### config.mk
export PLATFORM = sky130hd
export DESIGN_NAME = rejoin_response_frame_classifier
export DESIGN_NICKNAME = d
export VERILOG_FILES = /design/src/sv/rrfc_pkg.sv /design/src/sv/rrfc_parser.sv /design/src/sv/rejoin_response_frame_classifier.sv
export VERILOG_INCLUDE_DIRS = /design/src /design/src/sv
export SDC_FILE = /design/constraint.sdc
export NUM_CORES = 1
export LEC_CHECK = 0
export ABC_AREA = 0
export BUFFER_PORTS_ARGS = -buffer_cell sky130_fd_sc_hd__buf_2
export CAP_MARGIN = 5
export CORE_MARGIN = 2
export CORE_UTILIZATION = 45
export CTS_CLUSTER_DIAMETER = 30
export DETAILED_ROUTE_END_ITERATION = 10
export PLACE_DENSITY = 0.78
export SETUP_SLACK_MARGIN = 0.2
export SYNTH_ARGS = -nofsm -noshare
export SYNTH_HDL_FRONTEND = slang
export SYNTH_HIERARCHICAL = 1
export SYNTH_SLANG_ARGS = --single-unit
### constraint.sdc
create_clock -name clock -period 4.6 [get_ports clock]
set_input_delay 0.23 -clock clock [delete_from_list [all_inputs] [get_ports clock]]
set_output_delay 0.23 -clock clock [all_outputs]
set_load 0.01 [all_outputs]
### src/sv/rejoin_response_frame_classifier_macros.svh
// Assertion macros used by the classifier RTL.
`ifndef REJOIN_RESPONSE_FRAME_CLASSIFIER_MACROS_SVH
`define REJOIN_RESPONSE_FRAME_CLASSIFIER_MACROS_SVH

// Same-cycle implication, sampled on the rising clock, quiet during reset.
`define RRFC_ASSERT_SAME(label, clk, rst, ante, cons) \
   label: assert property (@(posedge clk) disable iff (rst) (ante) |-> (cons)) \
      else $error("classifier assertion failed");

// Next-cycle implication, sampled on the rising clock, quiet during reset.
`define RRFC_ASSERT_NEXT(label, clk, rst, ante, cons) \
   label: assert property (@(posedge clk) disable iff (rst) (ante) |=> (cons)) \
      else $error("classifier assertion failed");

`endif

### src/sv/rrfc_pkg.sv
`default_nettype none
package rrfc_pkg;

   // Byte positions within a frame (PHY length byte is position 0)
   localparam logic [4:0] PosPhyLen   = 5'd0;
   localparam logic [4:0] PosMacFcLo  = 5'd1;
   localparam logic [4:0] PosMacFcHi  = 5'd2;
   localparam logic [4:0] PosPanLo    = 5'd4;
   localparam logic [4:0] PosPanHi    = 5'd5;
   localparam logic [4:0] PosMacSrcLo = 5'd8;
   localparam logic [4:0] PosMacSrcHi = 5'd9;
   localparam logic [4:0] PosNwkFcLo  = 5'd10;
   localparam logic [4:0] PosNwkFcHi  = 5'd11;
   localparam logic [4:0] PosNwkSrcLo = 5'd14;
   localparam logic [4:0] PosNwkSrcHi = 5'd15;
   localparam logic [4:0] PosRadius   = 5'd16;

   // Field masks and expected values
   localparam logic [7:0] MinPhyLen      = 8'd5;
   localparam logic [7:0] MaskFrameType  = 8'h03;
   localparam logic [7:0] FrameTypeData  = 8'h01;
   localparam logic [7:0] MaskSecurity   = 8'h08;
   localparam logic [7:0] MaskPanCompr   = 8'h40;
   localparam logic [7:0] MaskFrameVer   = 8'h30;
   localparam logic [7:0] MaskDstMode    = 8'h0c;
   localparam logic [7:0] DstModeShort   = 8'h08;
   localparam logic [7:0] MaskSrcMode    = 8'hc0;
   localparam logic [7:0] SrcModeShort   = 8'h80;
   localparam logic [7:0] MaskNwkCmd     = 8'h02;
   localparam logic [7:0] MaskNwkVer     = 8'h04;
   localparam logic [7:0] MaskDstIeee    = 8'h08;
   localparam logic [7:0] MaskSrcIeee    = 8'h10;
   localparam logic [7:0] MaskMulticast  = 8'h01;
   localparam logic [7:0] RadiusOne      = 8'h01;
   localparam logic [4:0] IeeeAddrBytes  = 5'd8;
   localparam logic [6:0] RejoinRspLen   = 7'd41;
   localparam logic [6:0] JamLenOffset   = 7'd29;
   localparam logic [6:0] JamLenFloor    = 7'd1;

   // Configuration port
   localparam int         CsrAddrWidth   = 2;
   localparam logic [CsrAddrWidth-1:0] CsrAddrPanId = 2'd0;

   typedef struct packed {
      logic [7:0] rx_byte;
      logic       frame_start;
   } req_type;

   typedef struct packed {
      logic       jam;
      logic [6:0] jam_length;
   } rsp_type;

   // Verdict from the parser to the output stage
   typedef struct packed {
      logic       produce;
      logic       jam;
      logic [6:0] jam_length;
   } verdict_type;

endpackage
`default_nettype wire

### src/sv/rrfc_parser.sv
`default_nettype none
module rrfc_parser (
   input  wire logic                 clock,
   input  wire logic                 reset,
   input  wire rrfc_pkg::req_type    item,
   input  wire logic                 consume,
   input  wire logic [15:0]          pan_id,
   output rrfc_pkg::verdict_type     verdict
);

   logic [4:0]  pos_ff, pos_in;
   logic        decided_ff, decided_in;
   logic [6:0]  len_ff, len_in;
   logic [15:0] mac_src_ff, mac_src_in;
   logic [15:0] nwk_src_ff, nwk_src_in;
   logic [4:0]  extra_ff, extra_in;

   logic [7:0]  b;
   logic [4:0]  pos_cur;
   logic        dec_cur;
   logic        fail;
   logic        at_radius;
   logic        hit;

   // Decode the byte against the current position
   always_comb begin
      b          = item.rx_byte;
      pos_cur    = item.frame_start ? rrfc_pkg::PosPhyLen : pos_ff;
      dec_cur    = item.frame_start ? 1'b0 : decided_ff;
      len_in     = len_ff;
      mac_src_in = mac_src_ff;
      nwk_src_in = nwk_src_ff;
      extra_in   = extra_ff;
      fail       = 1'b0;
      at_radius  = 1'b0;
      case (pos_cur)
         rrfc_pkg::PosPhyLen: begin
            fail   = (b < rrfc_pkg::MinPhyLen) || b[7];
            len_in = b[6:0];
         end
         rrfc_pkg::PosMacFcLo: begin
            fail = ((b & rrfc_pkg::MaskFrameType) != rrfc_pkg::FrameTypeData)
                || ((b & rrfc_pkg::MaskSecurity) != 8'h00)
                || ((b & rrfc_pkg::MaskPanCompr) == 8'h00);
         end
         rrfc_pkg::PosMacFcHi: begin
            fail = ((b & rrfc_pkg::MaskFrameVer) != 8'h00)
                || ((b & rrfc_pkg::MaskDstMode) != rrfc_pkg::DstModeShort)
                || ((b & rrfc_pkg::MaskSrcMode) != rrfc_pkg::SrcModeShort);
         end
         rrfc_pkg::PosPanLo:    fail = (b != pan_id[7:0]);
         rrfc_pkg::PosPanHi:    fail = (b != pan_id[15:8]);
         rrfc_pkg::PosMacSrcLo: mac_src_in[7:0]  = b;
         rrfc_pkg::PosMacSrcHi: mac_src_in[15:8] = b;
         rrfc_pkg::PosNwkFcLo: begin
            fail = ((b & rrfc_pkg::MaskFrameType) != rrfc_pkg::FrameTypeData);
         end
         rrfc_pkg::PosNwkFcHi: begin
            fail = ((b & rrfc_pkg::MaskNwkCmd) == 8'h00)
                || ((b & rrfc_pkg::MaskNwkVer) != 8'h00);
            // Count optional IEEE addresses and the multicast control byte
            extra_in = (((b & rrfc_pkg::MaskDstIeee) != 8'h00) ?
                           rrfc_pkg::IeeeAddrBytes : 5'd0)
                     + (((b & rrfc_pkg::MaskSrcIeee) != 8'h00) ?
                           rrfc_pkg::IeeeAddrBytes : 5'd0)
                     + {4'd0, b[0]};
         end
         rrfc_pkg::PosNwkSrcLo: nwk_src_in[7:0]  = b;
         rrfc_pkg::PosNwkSrcHi: nwk_src_in[15:8] = b;
         rrfc_pkg::PosRadius:   at_radius = 1'b1;
         default: ;
      endcase

      hit = at_radius
         && (len_ff == (7'(extra_ff) + rrfc_pkg::RejoinRspLen))
         && (b == rrfc_pkg::RadiusOne)
         && (nwk_src_ff == mac_src_ff);

      verdict.produce    = !dec_cur && (fail || at_radius);
      verdict.jam        = hit;
      verdict.jam_length = !hit ? 7'd0 :
                           (len_ff > rrfc_pkg::JamLenOffset) ?
                              (len_ff - rrfc_pkg::JamLenOffset) : rrfc_pkg::JamLenFloor;

      // Advance position unless the frame is already decided
      pos_in     = dec_cur ? pos_cur : (pos_cur + 5'd1);
      decided_in = dec_cur || verdict.produce;
   end

   // Hold parse state until a byte is consumed
   always_ff @(posedge clock) begin
      if (reset) begin
         pos_ff     <= rrfc_pkg::PosPhyLen;
         decided_ff <= 1'b1;
      end else if (consume) begin
         pos_ff     <= pos_in;
         decided_ff <= decided_in;
      end
   end

   // Capture header fields only while the frame is still open
   always_ff @(posedge clock) begin
      if (consume && !dec_cur) begin
         len_ff     <= len_in;
         mac_src_ff <= mac_src_in;
         nwk_src_ff <= nwk_src_in;
         extra_ff   <= extra_in;
      end
   end

endmodule
`default_nettype wire

### src/sv/rejoin_response_frame_classifier.sv
// A byte accepted into the input register is decoded there; its verdict, if any, is then
// loaded into the result register, which drives rsp_valid. Throughput: one byte per cycle
// while each verdict has room in the result register; one byte-position decoder sets the rate.
// An input register and a result register decouple the two channels.
// Reset (synchronous, active high) clears pan_id to 0 and leaves the parser idle
// until a byte marked frame_start arrives; no verdict is pending after reset.
`default_nettype none
`include "rejoin_response_frame_classifier_macros.svh"
module rejoin_response_frame_classifier (
   input  wire logic                                clock,
   input  wire logic                                reset,
   input  wire logic                                req_valid,
   output logic                                     req_ready,
   input  wire rrfc_pkg::req_type                   req_data,
   output logic                                     rsp_valid,
   input  wire logic                                rsp_ready,
   output rrfc_pkg::rsp_type                        rsp_data,
   input  wire logic                                csr_psel,
   input  wire logic                                csr_penable,
   input  wire logic                                csr_pwrite,
   input  wire logic [rrfc_pkg::CsrAddrWidth-1:0]   csr_paddr,
   input  wire logic [31:0]                         csr_pwdata,
   output logic [31:0]                              csr_prdata,
   output logic                                     csr_pready
);

   logic [15:0]           pan_id_ff;
   logic                  in_valid_ff, in_valid_in;
   rrfc_pkg::req_type     in_data_ff;
   logic                  out_valid_ff, out_valid_in;
   rrfc_pkg::rsp_type     out_data_ff;
   rrfc_pkg::verdict_type verdict;
   logic                  out_free;
   logic                  advance;
   logic                  req_fire;
   logic                  csr_write;

   // Configuration register
   assign csr_pready = 1'b1;
   assign csr_write  = csr_psel && csr_penable && csr_pwrite;
   assign csr_prdata = (csr_paddr == rrfc_pkg::CsrAddrPanId) ? {16'd0, pan_id_ff} : 32'd0;

   always_ff @(posedge clock) begin
      if (reset) begin
         pan_id_ff <= 16'd0;
      end else if (csr_write && (csr_paddr == rrfc_pkg::CsrAddrPanId)) begin
         pan_id_ff <= csr_pwdata[15:0];
      end
   end

   // Advance the held byte when its verdict, if any, has room
   assign out_free    = !out_valid_ff || rsp_ready;
   assign advance     = in_valid_ff && (!verdict.produce || out_free);
   assign req_ready   = !in_valid_ff || advance;
   assign req_fire    = req_valid && req_ready;
   assign in_valid_in = req_fire || (in_valid_ff && !advance);

   always_ff @(posedge clock) begin
      if (reset) begin
         in_valid_ff <= 1'b0;
      end else begin
         in_valid_ff <= in_valid_in;
      end
   end

   always_ff @(posedge clock) begin
      if (req_fire) begin
         in_data_ff <= req_data;
      end
   end

   rrfc_parser u_parser (
      .clock   (clock),
      .reset   (reset),
      .item    (in_data_ff),
      .consume (advance),
      .pan_id  (pan_id_ff),
      .verdict (verdict)
   );

   // Result register: load a verdict, drop it once taken
   assign out_valid_in = (advance && verdict.produce) || (out_valid_ff && !rsp_ready);

   always_ff @(posedge clock) begin
      if (reset) begin
         out_valid_ff <= 1'b0;
      end else begin
         out_valid_ff <= out_valid_in;
      end
   end

   always_ff @(posedge clock) begin
      if (advance && verdict.produce) begin
         out_data_ff.jam        <= verdict.jam;
         out_data_ff.jam_length <= verdict.jam_length;
      end
   end

   assign rsp_valid = out_valid_ff;
   assign rsp_data  = out_data_ff;

   // A jam verdict always carries a rejoin-response-sized length
   `RRFC_ASSERT_SAME(a_jam_len_range, clock, reset, rsp_valid && rsp_data.jam,
      (rsp_data.jam_length >= 7'd12) && (rsp_data.jam_length <= 7'd98))
   // An ignore verdict carries no length
   `RRFC_ASSERT_SAME(a_ignore_len_zero, clock, reset, rsp_valid && !rsp_data.jam,
      rsp_data.jam_length == 7'd0)
   // A verdict that finds the result register full and not being taken holds the input register
   `RRFC_ASSERT_NEXT(a_hold_on_stall, clock, reset,
      in_valid_ff && verdict.produce && out_valid_ff && !rsp_ready,
      in_valid_ff && $stable(in_data_ff))

endmodule
`default_nettype wire
### After elaboration in Yosys (flattened, before gate mapping)

Cells that the tools add are included.

* shifts and indexed selects: 0
* mux-type cells: 9
* multiply operators: 0
* add/subtract/negate cells: 5
* equality and inequality tests: 19
* $lt $le $gt $ge: 2
* bitwise gates (word level): 0
* reductions and logical operators: 44
* divide/modulo/power cells: 0

Operators with widths (count)
* $eq A5 B4 Y1 const B: 6
* $eq A16 B16 Y1: 1
* $logic_not A8 Y1: 2
* $mux W16: 1
* $ne A8 B8 Y1: 2
* $reduce_and A2 Y1: 7
* $logic_and A1 B1 Y1: 13
* $logic_or A1 B1 Y1: 13
* $eq A5 B3 Y1 const B: 2
* $mux W5: 2
* $eq A8 B1 Y1 const B: 1
* $lt A8 B3 Y1 const B: 1
* $mux W4: 2
* $reduce_bool A8 Y1: 1
* $add A5 B6 Y7 const B: 1
* $eq A7 B7 Y1: 1
* $gt A7 B5 Y1 const B: 1
* $pmux W1 S7: 1
* $sub A7 B5 Y7 const B: 1
* $logic_not A1 Y1: 6
* $add A5 B1 Y5: 1
* $add A5 B1 Y5 const B: 1
* $add A5 B5 Y5: 1
* $eq A5 B1 Y1 const B: 1
* 7 further kinds: 10

* bits in read-only memories: 0
* bits in latches: 0
* logic and storage cells: 95
* memories: 0
* register bits after elaboration: 85
* input port bits: 50
* bits in writable memories: 0
* output and inout port bits: 43

### Depth between registers and ports, before layout

Gate-level depths: netlist of the first run.

* word-level depth: 12
* mapped depth: 16
* gate-level depth less buffers: 15

### Modules after synthesis

The synthesis of the first run kept the hierarchy.

Modules (own cells, without submodules)
* rrfc_parser: instances 1, sequential area each 1381.3 sq um, area each 2524.9 sq um, cells each 212
* rejoin_response_frame_classifier: instances 1, sequential area each 870.8 sq um, area each 1585.3 sq um, cells each 136

### Least setup slack after synthesis of the first run

OpenSTA, ideal clock, no wires.

* path kind: reg2reg
* start point: reg in_data_ff[0] (netlist bit)
* end point: reg u_parser.nwk_src_ff[0] (enable)
* buffers on the path: 3
* arrival time: 3.295 ns
* path slack: 0.935 ns
* setup time: 0.370 ns
* clock period less this slack: 3.665 ns
* data required time: 4.230 ns
* cell stages (with the launch flop): 15
* cells stage by stage: edfxtp_1 > buf_6 > nor2b_1 > ha_1 > and2_1 > buf_6 > mux2i_1 > o2bb2ai_2 > nor4_2 > o21ai_1 > a21boi_0 > and2_1 > clkbuf_1 > nand3_1 > nor2_1

RTL lines
* start, declared: RTL line rejoin_response_frame_classifier.sv:29 `rrfc_pkg::req_type in_data_ff;`
* start signal, assigned: RTL line rejoin_response_frame_classifier.sv:68 `in_data_ff <= req_data;`
* end signal, assigned: RTL line rrfc_parser.sv:106 `nwk_src_ff <= nwk_src_in;`
* end, declared: RTL line rrfc_parser.sv:15 `logic [15:0] nwk_src_ff, nwk_src_in;`

==> metrics.txt, run 1 <==
reg2reg setup slack 530 ps; CP required 4600 ps; die width 99.6 um; Sinks on Clock Net 83; count leader, synth edfxtp_1; # DRC 0; fin. max-slew vios 0; max capacitance violation total 0; maximum VDD drop 0.194 mV; Post-Syn Area 4110 um2; worst reg2reg startpoint in_data_ff[0]$_DFFE_PP_; fraction of layout cells with a size suffix above 1 21.4%; chip height 99.6 um; Util after Layout 52.3%; vias in the first global route 2677; CP Cell Sequence nor2b_1 -> ha_1 -> and2_1 -> mux2i_1 -> o2bb2ai_2 -> nor4_2 -> o21ai_1 -> a21boi_0 -> buf_4 -> and2_1 -> and3_1; DR pass1 iterations 5; Antenna diodes 0; TritonCTS clock tree built; die area 9910 um2; initial DRC count 126; port bufs 59; Ports 93; post-route ant nets 0; largest net degree at the start of global routing 41; crit end category register; Multi-input gate area 1640 um2; ys async rst share 0%; total number of vias 2746; post-DP HPWL 5530 um; WL/cell 15.0 um; Hold Crit Class in -> reg; top cell type's share of synthesized area 43.1%; Setup Crit Path Kind reg -> reg; Comb pwr share 5.7%; Slew headroom 36.8%; Setup TNS Final 0 ps; Slowest-stage cell, CP edfxtp_1; WHS Path Cells 1; clock slew at reported path FFs 80 ps; Root Driver clkbuf_8; RSZ-0062 raised after global routing no; outcome complete, no violations; Post-synth top cells edfxtp_1 (59), nand2b_1 (34), dfxtp_1 (24), mux2i_1 (22), nor2_1 (20); most used cell, CP and2_1; row count 34; register area 2250 um2; Worst Hold Launch req_data[6]; Netlist cell types 52; reg-to-reg endpoint u_parser/mac_src_ff[9]$_DFFE_PP_; P_leak 0.00171 uW; post-synthesis sequential area ratio 54.8%; P_int 1150 uW; Worst Path Max Fanout 10; syn_area_per_cell 11.8 um2; Yosys top cell by area edfxtp_1; Post-synth top flop edfxtp_1; YS warnings 6; worst slew pin tran 944 ps; maximum clock insertion buffer count 2; Vias/cell 5.29; later-pin clock latency in the skew report 350 ps; # setup viols final 0; first-pass GRT wire length 13000 um; sequential share of power 56.9%; RePlAce Congestion 0.851; area grow syn2layout 12.0%; gr usage total 16.6%; min Tclk post-route 4070 ps; delay-heaviest family, CP simple AND/OR/NAND/NOR gates; Hold WS 54.9 ps; Final Hold Fails 0; synthesis-stage register bit count 83; Max Clk Rate 246 MHz; clock group share of total power 37.4%; type of origin of the critical path register; pwr dens 320 nW/um2; clock skew 8.66 ps; CORE AREA 8810 um2; Psw 318 uW; path depth of the worst reg2reg path 11; slowest stage delay, CP 550 ps; Nets 465; Synth area leaders edfxtp_1 (43%), dfxtp_1 (12%), mux2i_1 (5.4%), nand2b_1 (5.2%), xnor2_1 (3.8%); cts hold-fix bufs 0; final worst-path cycle share 88.4%; Post-Route WL 7800 um; aggregate global routing overflow 0; fin area 4600 um2; Starting Density 46.7%; initial antenna violation count 0; placed cell area 4390 um2; CP Buf/Inv Count 1; Mapped Cells 348; total CTS buffers 9; EDFF count, synth 59; sw frac 21.6%; Fill cells 747; H-Tree Depth 3; CP arrival 4060 ps; Hold Crit Endpoint in_data_ff[6]$_DFFE_PP_
-- area by class of cell --
type / count / area share [%]
Inverter: 16 / 1.31
Clock inverter: 6 / 1.74
Clock buffer: 10 / 2.77
Timing Repair Buffer: 61 / 6.74
Multi-Input combinational cell: 235 / 35.6
Sequential cell: 83 / 48.9
Tap cell: 108 / 2.94
-- state kept, by name, summed over array words and instances (netlist names) --
signal	count
u_parser/nwk_src_ff	16
rsp_data	8
in_valid_ff	1
rsp_valid	1
pan_id_ff	16
u_parser/pos_ff	5
u_parser/len_ff	7
u_parser/extra_ff	3
u_parser/mac_src_ff	16
u_parser/decided_ff	1
in_data_ff	9
-- stage by stage --
stage	power [uW]	setup slack (ps)	cells
after floorplan	913	935	363
after global placement	933	667	503
after detailed placement	937	492	503
after CTS	1480	449	519
after global routing	1530	203	519
final	1470	535	519
-- how the worst max path moves through the flow --
stage	to	depth (start not counted)	startpoint
final	u_parser/mac_src_ff[9]$_DFFE_PP_	11	in_data_ff[0]$_DFFE_PP_
after global routing	u_parser/mac_src_ff[13]$_DFFE_PP_	11	in_data_ff[0]$_DFFE_PP_
after CTS	u_parser/len_ff[5]$_DFFE_PP_	12	in_data_ff[0]$_DFFE_PP_
after detailed placement	u_parser/len_ff[5]$_DFFE_PP_	12	in_data_ff[0]$_DFFE_PP_
after global placement	u_parser/len_ff[6]$_DFFE_PP_	12	in_data_ff[0]$_DFFE_PP_
after floorplan	u_parser/nwk_src_ff[0]$_DFFE_PP_	14	in_data_ff[0]$_DFFE_PP_
-- what timing repair did --
action,4_1_cts,5_1_grt
buffers inserted,0,0
resized for setup,0,1
endpoints found under the setup margin,0,7
hold endpoints to repair,0,0
-- layer usage --
| layer | vias to the layer above | routed length [um] | track usage [%] |
|---|---|---|---|
| met2 | 119 | 3800 | 27.1 |
| met4 | 0 | 184 | 6.32 |
| met5 | - | 0 | 0 |
| met3 | 27 | 504 | 4.43 |
| met1 | 1295 | 3320 | 21.2 |
| li1 | 1305 | - | - |
-- layout by cell type, fill, tap and decap left out, types with 5 or more instances in the layout --
master / count
dfxtp_1: 24
nand3_1: 5
and3_1: 5
inv_1: 16
nor4_1: 6
a21oi_1: 5
buf_2: 59
clkbuf_8: 9
o21ai_0: 5
nor2_1: 19
o22ai_1: 5
nand2b_1: 34
xnor2_1: 18
and2_1: 18
edfxtp_1: 59
nand4_1: 5
xor2_1: 7
ha_1: 9
conb_1: 18
nand2_1: 12
mux2i_1: 22
-- cells by family (layout without fill, tap and decap cells) --
family / after synthesis / count (layout) / synth area share [%]
flops: 83 / 83 / 54.8
other cells: 3 / 18 / 0.274
compound gates: 36 / 36 / 6.15
buf+inv: 45 / 93 / 6.82
fa+ha+maj: 9 / 9 / 2.74
mux: 23 / 23 / 5.63
simple gates: 124 / 124 / 18.3
xor+xnor: 25 / 25 / 5.33
-- power by group through the flow --
| stage | Combinational, uW | Clock [uW] | Sequential, uW |
|---|---|---|---|
| final | 84.3 | 550 | 837 |
| after global routing | 95.1 | 595 | 840 |
| after CTS | 84.0 | 564 | 837 |
| after detailed placement | 83.6 | 0 | 854 |
| after global placement | 80.3 | 0 | 853 |
| after floorplan | 67.4 | 0 | 846 |
(Power assumes the default switching activity.)
==> run 2: changes to the inputs <==
- PLACE_DENSITY: 0.78 -> 0.81
- clock period: 4.6 -> 3.73 ns (I/O delays scaled with it)
==> run 2 against run 1 <==
Net effect:
- non-clock buffer count is 19 higher
- worst setup slack worse by 220 ps
- first-iteration DRC count is 52% higher
- critical endpoint is now u_parser/nwk_src_ff[3]$_DFFE_PP_
- total power is 17% higher
- combinational power is 41% higher
- largest power group unchanged
- die area stayed put
- cell count is 3.7% higher
- count of clock-buffer cells in the layout is 2 higher
- clock skew is 2.3 ps higher
- clock power is 3% higher
- cell area is 3.3% higher
- register-to-register slack worse by 220 ps
==> metrics.txt, run 2 (synthesis gave the netlist of run 1 again) <==
outcome complete, no violations; P_leak 0.00179 uW (+5.0%); CP arrival 3470 ps (-590 ps); H-Tree Depth 3 (unchanged); RePlAce Congestion 0.849 (-0.31%); Worst Path Max Fanout 8 (-2); total CTS buffers 9 (unchanged); reg-to-reg endpoint u_parser/nwk_src_ff[3]$_DFFE_PP_; final worst-path cycle share 91.5% (+3.1 points); initial antenna violation count 0 (unchanged); max capacitance violation total 0 (unchanged); fin. max-slew vios 0 (unchanged); clock group share of total power 33.1% (-4.3 points); clock skew 11.0 ps (+2.31 ps); register area 2250 um2 (unchanged); pwr dens 362 nW/um2 (+13%); pre-CTS setup slack 192 ps (-300 ps); commonest non-fill, non-tap cells in the layout edfxtp_1 (59), buf_2 (59), nand2b_1 (34); met3 Track Usage GR 3.23% (-1.2 points); sequential share of power 60.0% (+3.1 points); type of origin of the critical path register; reg2reg setup slack 320 ps (-220 ps); area grow syn2layout 15.7%; Setup Crit Path Kind reg -> reg; total number of vias 2784 (+1.4%); Hold WS 19.8 ps (-35.1 ps); Final Hold Fails 0 (unchanged); Ports 93 (unchanged); grt met2 use 27.9% (+0.73 points); min Tclk post-route 3410 ps (-654 ps); port bufs 59 (unchanged); Nets 484 (+4.1%); DR pass1 iterations 5 (unchanged); first-pass GRT wire length 12800 um (-1.0%); CP required 3790 ps (-810 ps); path depth of the worst reg2reg path 13 (+2); sw frac 22.8% (+1.2 points); worst slew pin tran 816 ps (-128 ps); Starting Density 46.7% (unchanged); TritonCTS clock tree built; die area 9910 um2 (unchanged); CORE AREA 8810 um2 (unchanged); maximum clock insertion buffer count 2 (unchanged); crit end category register; largest registers pan_id_ff (16), u_parser/mac_src_ff (16), u_parser/nwk_src_ff (16); row count 34 (unchanged); Worst Hold Launch req_data[8]; post-DP HPWL 5580 um (+0.79%); Antenna diodes 0 (unchanged); P_int 1330 uW (+15%); Sinks on Clock Net 83 (unchanged); largest net degree at the start of global routing 41 (unchanged); vias in the first global route 2730 (+2.0%); Post-Route WL 8100 um (+3.9%); chip height 99.6 um (unchanged); Multi-input gate area 1650 um2 (+0.61%); Fill cells 721 (-3.5%); Setup TNS Final 0 ps (unchanged); Top Usage Layer GRT met2; later-pin clock latency in the skew report 350 ps (about the same); Root Driver clkbuf_8; die width 99.6 um (unchanged); Max Clk Rate 293 MHz (+19%); WL/cell 15.1 um (+0.20%); Comb pwr share 6.9% (+1.2 points); worst reg2reg startpoint in_data_ff[0]$_DFFE_PP_; # setup viols final 0 (unchanged); fin worst setup slack 318 ps (-216 ps); maximum VDD drop 0.191 mV (-1.8%); met1 Use GR 20.2% (-1.0 points); # DRC 0 (unchanged); Vias/cell 5.17 (-2.2%); Slew headroom 45.4% (+8.6 points); Hold Crit Endpoint in_data_ff[8]$_DFFE_PP_; Hold Crit Class in -> reg; clock slew at reported path FFs 80 ps (about the same); WHS Path Cells 1 (unchanged); fraction of layout cells with a size suffix above 1 24.2% (+2.8 points); Util after Layout 54.0% (+1.7 points); aggregate global routing overflow 0 (unchanged); Psw 392 uW (+23%); gr usage total 16.7% (+0.075 points); post-route ant nets 0 (unchanged); initial DRC count 192 (+52%); RSZ-0062 raised after global routing no
-- run 2: cell count changes in the layout (fill, tap and decap cells not counted), moves of 2 or more --
cell and change:
buf_4 +10, dlygate4sd3_1 +8, bufinv_16 -2, clkinv_1 -2
-- run 2: how the worst max path moves through the flow --
| stage | end | slack, ps | start |
|---|---|---|---|
| 2_1_floorplan | u_parser/nwk_src_ff[0]$_DFFE_PP_ | 210 | in_data_ff[0]$_DFFE_PP_ |
| 3_3_place_gp | u_parser/mac_src_ff[3]$_DFFE_PP_ | 340 | in_data_ff[0]$_DFFE_PP_ |
| 3_5_place_dp | u_parser/mac_src_ff[0]$_DFFE_PP_ | 190 | in_data_ff[0]$_DFFE_PP_ |
| 4_1_cts | u_parser/nwk_src_ff[14]$_DFFE_PP_ | 210 | in_data_ff[0]$_DFFE_PP_ |
| 5_1_grt | u_parser/nwk_src_ff[14]$_DFFE_PP_ | 220 | in_data_ff[0]$_DFFE_PP_ |
| 6_report | u_parser/nwk_src_ff[3]$_DFFE_PP_ | 320 | in_data_ff[0]$_DFFE_PP_ |
-- run 2: power by group through the flow --
stage	registers [uW]	clock network, uW	logic, uW
after floorplan	1040	0	83.2
after global placement	1050	0	102
after detailed placement	1050	0	105
after CTS	1030	588	111
after global routing	1030	621	130
final	1030	569	119
-- run 2: area by class of cell --
class / instances / share of cell area (%)
flip-flops and latches: 83 / 47.4
multi-input cells: 235 / 34.6
repair buffers: 80 / 10.2
clock buffers: 12 / 3.13
well taps: 108 / 2.84
inverters: 16 / 1.26
clock inverters: 4 / 0.553
-- run 2: repair_timing --
action,CTS,global route
hold buffers,7,1
gates resized for setup,1,4
pin swaps,0,1
buffers inserted,0,5
endpoints found under the setup margin,8,55
hold endpoints to repair,7,1
cloned,0,0
-- run 2: layer usage --
layer / wire length [um] / vias up
li1: - / 1348
met3: 420 / 24
met2: 4010 / 115
met5: 0 / -
met4: 245 / 0
met1: 3430 / 1297
-- run 2: worst max-delay path: stages (launching register included) --
cell and delay, ps:
edfxtp_1 420, buf_4 170, nor4b_4 310, and2_4 250
buf_4 140, mux2i_1 210, o2bb2ai_1 110, nor4_2 440
o21ai_2 180, a21boi_1 200, and2_1 260, nand3_1 110
nor2_1 130, buf_4 190
-- run 2: stage by stage --
step / cell area (um2) / total power (uW) / cells
3_3_place_gp: 4450 / 1150 / 509
4_1_cts: 4700 / 1730 / 532
5_1_grt: 4750 / 1790 / 538
3_5_place_dp: 4450 / 1160 / 509
2_1_floorplan: 4170 / 1130 / 363
6_report: 4750 / 1720 / 538
